`config.mk`:
```
export PLATFORM = sky130hd
export DESIGN_NAME = fifo_with_search_and_remove
export DESIGN_NICKNAME = d
export VERILOG_FILES = /design/src/fwsr_pkg.sv /design/src/fwsr_ram.sv /design/src/fwsr_seq.sv /design/src/fifo_with_search_and_remove.sv
export SDC_FILE = /design/constraint.sdc
export NUM_CORES = 1
export LEC_CHECK = 0
export BUFFER_PORTS_ARGS = -buffer_cell sky130_fd_sc_hd__buf_2
export CORE_ASPECT_RATIO = 0.75
export CORE_MARGIN = 2
export CORE_UTILIZATION = 40
export DETAILED_ROUTE_END_ITERATION = 10
export GPL_ROUTABILITY_DRIVEN = 1
export PLACE_DENSITY = 0.61
export SYNTH_ARGS = -nofsm -noshare
export SYNTH_HDL_FRONTEND = slang
export SYNTH_SLANG_ARGS = --single-unit
```
`constraint.sdc`:
```
create_clock -name clk -period 5.63 [get_ports clk]
set_clock_uncertainty 0.2 [all_clocks]
set_input_delay 1.126 -clock clk [delete_from_list [all_inputs] [get_ports clk]]
set_output_delay 1.126 -clock clk [all_outputs]
set_load 0.03 [all_outputs]
```
`src/fwsr_pkg.sv`:
```
package fwsr_pkg;

    localparam int DEPTH   = 16;
    localparam int ADDR_W  = (DEPTH > 1) ? $clog2(DEPTH) : 1;
    localparam int OCC_W   = $clog2(DEPTH + 1);
    localparam int VALUE_W = 32;
    localparam int COUNT_W = 5;

    localparam logic [1:0] CMD_INSERT = 2'd0;
    localparam logic [1:0] CMD_REMOVE = 2'd1;
    localparam logic [1:0] CMD_SEARCH = 2'd2;
    localparam logic [1:0] CMD_UNUSED = 2'd3;

    localparam logic [1:0] STATUS_OK    = 2'd0;
    localparam logic [1:0] STATUS_FULL  = 2'd1;
    localparam logic [1:0] STATUS_EMPTY = 2'd2;

    typedef struct packed {
        logic [1:0]                command;
        logic signed [VALUE_W-1:0] value;
    } req_t;

    typedef struct packed {
        logic [1:0]         status;
        logic               found;
        logic [COUNT_W-1:0] count;
    } rsp_t;

    typedef struct packed {
        logic                we;
        logic [ADDR_W-1:0]   waddr;
        logic [VALUE_W-1:0]  wdata;
        logic [ADDR_W-1:0]   raddr;
    } ram_req_t;

endpackage

```
`src/fwsr_ram.sv`:
```
module fwsr_ram #(
    parameter int WIDTH = 32,
    parameter int DEPTH = 16,
    parameter int AW    = (DEPTH > 1) ? $clog2(DEPTH) : 1
) (
    input  logic             clk,
    input  logic             we,
    input  logic [AW-1:0]    waddr,
    input  logic [WIDTH-1:0] wdata,
    input  logic [AW-1:0]    raddr,
    output logic [WIDTH-1:0] rdata
);

    logic [WIDTH-1:0] mem [DEPTH];
    logic [WIDTH-1:0] rdata_reg;

    always_ff @(posedge clk)
    begin
        if (we)
        begin
            mem[waddr] <= wdata;
        end
        rdata_reg <= mem[raddr];
    end

    assign rdata = rdata_reg;

endmodule

```
`src/fwsr_seq.sv`:
```
module fwsr_seq (
    input  logic                      clk,
    input  logic                      rst_n,
    input  logic                      req_valid,
    output logic                      req_ready,
    input  fwsr_pkg::req_t            req,
    input  logic                      out_free,
    output logic                      done,
    output fwsr_pkg::rsp_t            result,
    output fwsr_pkg::ram_req_t        ram_req,
    input  logic [fwsr_pkg::VALUE_W-1:0] ram_rdata
);

    import fwsr_pkg::*;

    typedef enum logic [1:0] {
        S_IDLE,
        S_WALK,
        S_REPORT
    } state_t;

    state_t              state_reg, state_next;
    logic [1:0]          cmd_reg, cmd_next;
    logic [VALUE_W-1:0]  value_reg, value_next;
    logic [OCC_W-1:0]    occ_reg, occ_next;
    logic [OCC_W-1:0]    kept_reg, kept_next;
    logic [ADDR_W-1:0]   rd_idx_reg, rd_idx_next;
    logic                hit_reg, hit_next;
    logic [1:0]          status_reg, status_next;

    logic match;
    logic last;

    assign match = (ram_rdata == value_reg);
    assign last  = ((OCC_W'(rd_idx_reg) + OCC_W'(1)) == occ_reg);

    always_comb
    begin
        state_next    = state_reg;
        cmd_next      = cmd_reg;
        value_next    = value_reg;
        occ_next      = occ_reg;
        kept_next     = kept_reg;
        rd_idx_next   = rd_idx_reg;
        hit_next      = hit_reg;
        status_next   = status_reg;
        req_ready     = 1'b0;
        done          = 1'b0;
        ram_req.we    = 1'b0;
        ram_req.waddr = kept_reg[ADDR_W-1:0];
        ram_req.wdata = ram_rdata;
        ram_req.raddr = (state_reg == S_WALK) ? (rd_idx_reg + ADDR_W'(1)) : '0;

        unique case (state_reg)
            S_IDLE:
            begin
                req_ready = 1'b1;
                if (req_valid)
                begin
                    cmd_next    = req.command;
                    value_next  = req.value;
                    hit_next    = 1'b0;
                    kept_next   = '0;
                    rd_idx_next = '0;
                    status_next = STATUS_OK;
                    state_next  = S_REPORT;
                    unique case (req.command)
                        CMD_INSERT:
                        begin
                            if (occ_reg == OCC_W'(DEPTH))
                            begin
                                status_next = STATUS_FULL;
                            end
                            else
                            begin
                                ram_req.we    = 1'b1;
                                ram_req.waddr = occ_reg[ADDR_W-1:0];
                                ram_req.wdata = req.value;
                                occ_next      = occ_reg + OCC_W'(1);
                            end
                        end
                        CMD_REMOVE, CMD_SEARCH:
                        begin
                            if (occ_reg == '0)
                            begin
                                status_next = STATUS_EMPTY;
                            end
                            else
                            begin
                                state_next = S_WALK;
                            end
                        end
                        CMD_UNUSED:
                        begin
                            status_next = STATUS_OK;
                        end
                    endcase
                end
            end
            S_WALK:
            begin
                rd_idx_next = rd_idx_reg + ADDR_W'(1);
                if (match)
                begin
                    hit_next = 1'b1;
                end
                else if (cmd_reg == CMD_REMOVE)
                begin
                    ram_req.we    = 1'b1;
                    ram_req.waddr = kept_reg[ADDR_W-1:0];
                    kept_next     = kept_reg + OCC_W'(1);
                end
                if (last)
                begin
                    if (cmd_reg == CMD_REMOVE)
                    begin
                        occ_next = match ? kept_reg : (kept_reg + OCC_W'(1));
                    end
                    state_next = S_REPORT;
                end
            end
            S_REPORT:
            begin
                done = out_free;
                if (out_free)
                begin
                    state_next = S_IDLE;
                end
            end
            default:
            begin
                state_next = S_IDLE;
            end
        endcase
    end

    always_ff @(posedge clk or negedge rst_n)
    begin
        if (!rst_n)
        begin
            state_reg  <= S_IDLE;
            cmd_reg    <= CMD_INSERT;
            value_reg  <= '0;
            occ_reg    <= '0;
            kept_reg   <= '0;
            rd_idx_reg <= '0;
            hit_reg    <= 1'b0;
            status_reg <= STATUS_OK;
        end
        else
        begin
            state_reg  <= state_next;
            cmd_reg    <= cmd_next;
            value_reg  <= value_next;
            occ_reg    <= occ_next;
            kept_reg   <= kept_next;
            rd_idx_reg <= rd_idx_next;
            hit_reg    <= hit_next;
            status_reg <= status_next;
        end
    end

    assign result.status = status_reg;
    assign result.found  = hit_reg;
    assign result.count  = COUNT_W'(occ_reg);

endmodule

```
`src/fifo_with_search_and_remove.sv`:
```
// Bounded FIFO of signed 32-bit values with insert, remove-all-equal and
// search commands; one response beat per request beat. Insert, an unused
// command code, and remove or search on an empty queue go from accept
// straight to the report state, then to the response register. Remove and
// search walk every stored entry through the single read port of the entry
// RAM, one entry per cycle; remove writes the survivors back through the
// write port in the same pass. The request side is ready only while the
// sequencer is idle. A finished response waits in an output register, so a
// new request is taken while the previous response is still pending.
module fifo_with_search_and_remove (
    input  logic           clk,
    input  logic           rst_n,
    input  logic           req_valid,
    output logic           req_ready,
    input  fwsr_pkg::req_t req,
    output logic           rsp_valid,
    input  logic           rsp_ready,
    output fwsr_pkg::rsp_t rsp
);

    import fwsr_pkg::*;

    ram_req_t           ram_req;
    logic [VALUE_W-1:0] ram_rdata;
    rsp_t               result;
    logic               done;
    logic               out_free;
    logic               rsp_valid_reg;
    rsp_t               rsp_reg;

    assign out_free = !rsp_valid_reg || rsp_ready;

    fwsr_seq u_seq (
        .clk       (clk),
        .rst_n     (rst_n),
        .req_valid (req_valid),
        .req_ready (req_ready),
        .req       (req),
        .out_free  (out_free),
        .done      (done),
        .result    (result),
        .ram_req   (ram_req),
        .ram_rdata (ram_rdata)
    );

    fwsr_ram #(
        .WIDTH (VALUE_W),
        .DEPTH (DEPTH),
        .AW    (ADDR_W)
    ) u_ram (
        .clk   (clk),
        .we    (ram_req.we),
        .waddr (ram_req.waddr),
        .wdata (ram_req.wdata),
        .raddr (ram_req.raddr),
        .rdata (ram_rdata)
    );

    // hold the response beat until taken
    always_ff @(posedge clk or negedge rst_n)
    begin
        if (!rst_n)
        begin
            rsp_valid_reg <= 1'b0;
            rsp_reg       <= '0;
        end
        else
        begin
            if (done)
            begin
                rsp_valid_reg <= 1'b1;
                rsp_reg       <= result;
            end
            else if (rsp_ready)
            begin
                rsp_valid_reg <= 1'b0;
            end
        end
    end

    assign rsp_valid = rsp_valid_reg;
    assign rsp       = rsp_reg;

endmodule
```
==> out/qor.csv <==
metric,value,unit
clockBufferDepth,3,
ioPinCount,48,
slew_viol_final,0,
grt_antenna_before_repair,2,
num_rows,78,
gp_congestion,0.848,
synth_flop_cell,edfxtp_1,
synth_most_common_cell,edfxtp_1,
synth_edf_count,512,
fin_crit_sh,68.4,%
worst-setup-path-type,flop to flop,
ant_nets,0,
grt_pass1_vias,12687,
drive_above_1_share,18.5,%
ys_warn_count,0,
routed_wl,59.5,mm
grt_max_degree,130,
dieArea,62900,um^2
peakVddDrop,0.282,mV
ys_types,53,
cp-start-kind,flop,
synth_top_cell_by_area,edfxtp_1,
clk_latency,0.63,ns
vias,13141,
nets,1561,
initial_core_util,40.4,%
cts_buffers,57,
reg2reg_slack,1.78,ns
crit_path_end_kind,flop,
cts_resized,0,
dp_hpwl,37.4,mm
numPortBuffers,47,
yosysTopAreaCellShare,63.1,%
synth_nets,1532,
leakagePower,0.00889,uW
ys_top_cells_by_area,"edfxtp_1 (63%), dfrtp_1 (6.4%), mux4_2 (5.9%)",
critPathMaxFanout,20,
vias_per_cell,5.55,
tns,0,ns
postCtsHoldBufs,0,
post_cts_buffers,0,
synth_area,24400,um^2
worstPathRequired,5.80,ns
power.density,561,nW/um^2
fmax,260,MHz
ys_ff_latch,606,
root_buffer,clkbuf_16,
cts_tree,yes,
die_h,218,um
syn_to_final_growth,12.1,%
cts_sinks,606,
min_path_type,flop to flop,
run_status,"complete, no violations",
die_width,289,um
min_period,3.85,ns
grt.overflow.total,0,
htree_levels,2,
clk_pin_slew,0.06,ns
hold_violations,0,
wire_per_inst,25.1,um
grt_pass1_wl,86.2,mm
utilization,45.3,%
dr.pass1.iters,5,
drc,0,
syn_avg_cell_area,16.4,um^2
netlist_top_cells_count,"edfxtp_1 (512), nand2_1 (123), a211oi_1 (113)",
synth-seq-area-share,72.1,%
syn_inst,1489,
worstMarginPinSlew,1.17,ns
setup_viol,0,
cap_violations,0,
grt_usage,19.0,%
drtIter0Drc,1478,
rsz0062_at_grt,false,
async_flop_share,10.2,%
largest_reg_flops,512,
crit_arrival,4.02,ns
slew_headroom,22.3,%
core-area,60300,um^2
area by class of cell:
type,instances,area (um^2)
fillers,5219,33000
flip-flops and latches,606,17600
multi-input cells,781,6440
clock buffers,74,1520
well taps,800,1000
repair buffers,63,420
clock inverters,33,318
inverters,9,33.8
diodes,1,2.50
path summary, 6_finish.rpt:
kind / startpoint / endpoint / cells after the start
worst min-delay path: rsp[7] / rsp[7] / 1
min in group asynchronous: rst_n / rsp[6] / 1
worst max register to register: u_seq.value_reg[4] / u_ram.mem[2][8] / 7
max in group asynchronous: rst_n / u_seq.rd_idx_reg[0] / 1
worst min register to register: rsp[7] / rsp[7] / 1
worst max-delay path: u_seq.value_reg[4] / u_ram.mem[2][8] / 7
power by group:
group / switching (uW) / internal, uW / leakage (uW)
clock network: 1660 / 2140 / 0.000885
registers: 345 / 5960 / 0.00567
logic: 3500 / 1720 / 0.00234
per-stage QoR:
| stage | cells | hold WS, ns | total power [uW] | setup slack (ns) | area (um^2) |
|---|---|---|---|---|---|
| floorplan | 1489 | 0.246 | 9690 | 1.56 | 24400 |
| global placement | 2259 | 0.278 | 11500 | 1.60 | 25500 |
| detailed placement | 2259 | 0.283 | 11600 | 1.57 | 25500 |
| CTS | 2366 | 0.299 | 15300 | 1.79 | 27300 |
| global route | 2366 | 0.321 | 16000 | 1.58 | 27300 |
| finish | 2367 | 0.299 | 15300 | 1.78 | 27300 |
per-layer routing:
| metal | track usage [%] | part of all wire (%) | up-vias |
|---|---|---|---|
| li1 | - | - | 5822 |
| met1 | 30.1 | 48 | 6754 |
| met2 | 25.0 | 40 | 491 |
| met3 | 5.76 | 10 | 74 |
| met4 | 4.38 | 1.9 | 0 |
| met5 | 0 | 0 | - |
cell usage in the layout (no fill, tap or decap), types with 3 or more instances in the layout:
cell	synthesis	final
nor2_4	0	18
ha_1	5	5
buf_12	0	5
a31oi_1	12	12
buf_4	9	12
dfxtp_1	32	32
nand2b_1	4	3
nor3_1	4	4
a21oi_1	98	98
nand4_1	9	9
clkinvlp_4	0	4
a211oi_2	15	15
mux2i_1	67	67
nor4_1	3	3
a21o_1	3	3
mux2_2	39	39
inv_1	9	9
nor2_1	29	12
a211oi_1	113	113
nand3_1	8	7
clkinv_2	0	9
edfxtp_1	512	512
dfrtp_1	62	61
nor3b_1	3	3
buf_2	35	46
mux4_2	64	64
clkbuf_1	42	15
o21ai_0	14	14
nand2_1	123	121
xnor2_1	36	36
nor2b_1	99	99
xor2_1	5	5
bufinv_16	0	5
clkbuf_16	0	58
a211o_1	3	3
clkinv_1	0	12
cells by family after synthesis:
kind of cell	share of synthesized area, %
multiplexers	10.5
AND/OR/NAND/NOR	5.94
XOR/XNOR	1.54
adder cells (fa/ha/maj)	0.257
buffers and inverters	2.08
AO/OA/AOI/OAI	7.53
flip-flops	72.1
worst max-delay path, cell delays in order (launching register included):
cell and delay (ns):
dfrtp_1 0.39, xnor2_1 0.37, nand4_1 0.22, nor4_1 0.23, nand2_1 0.51, a31oi_1 0.96
nor2_4 0.36, buf_4 0.33
No activity file was read; power rests on OpenSTA's default activity.
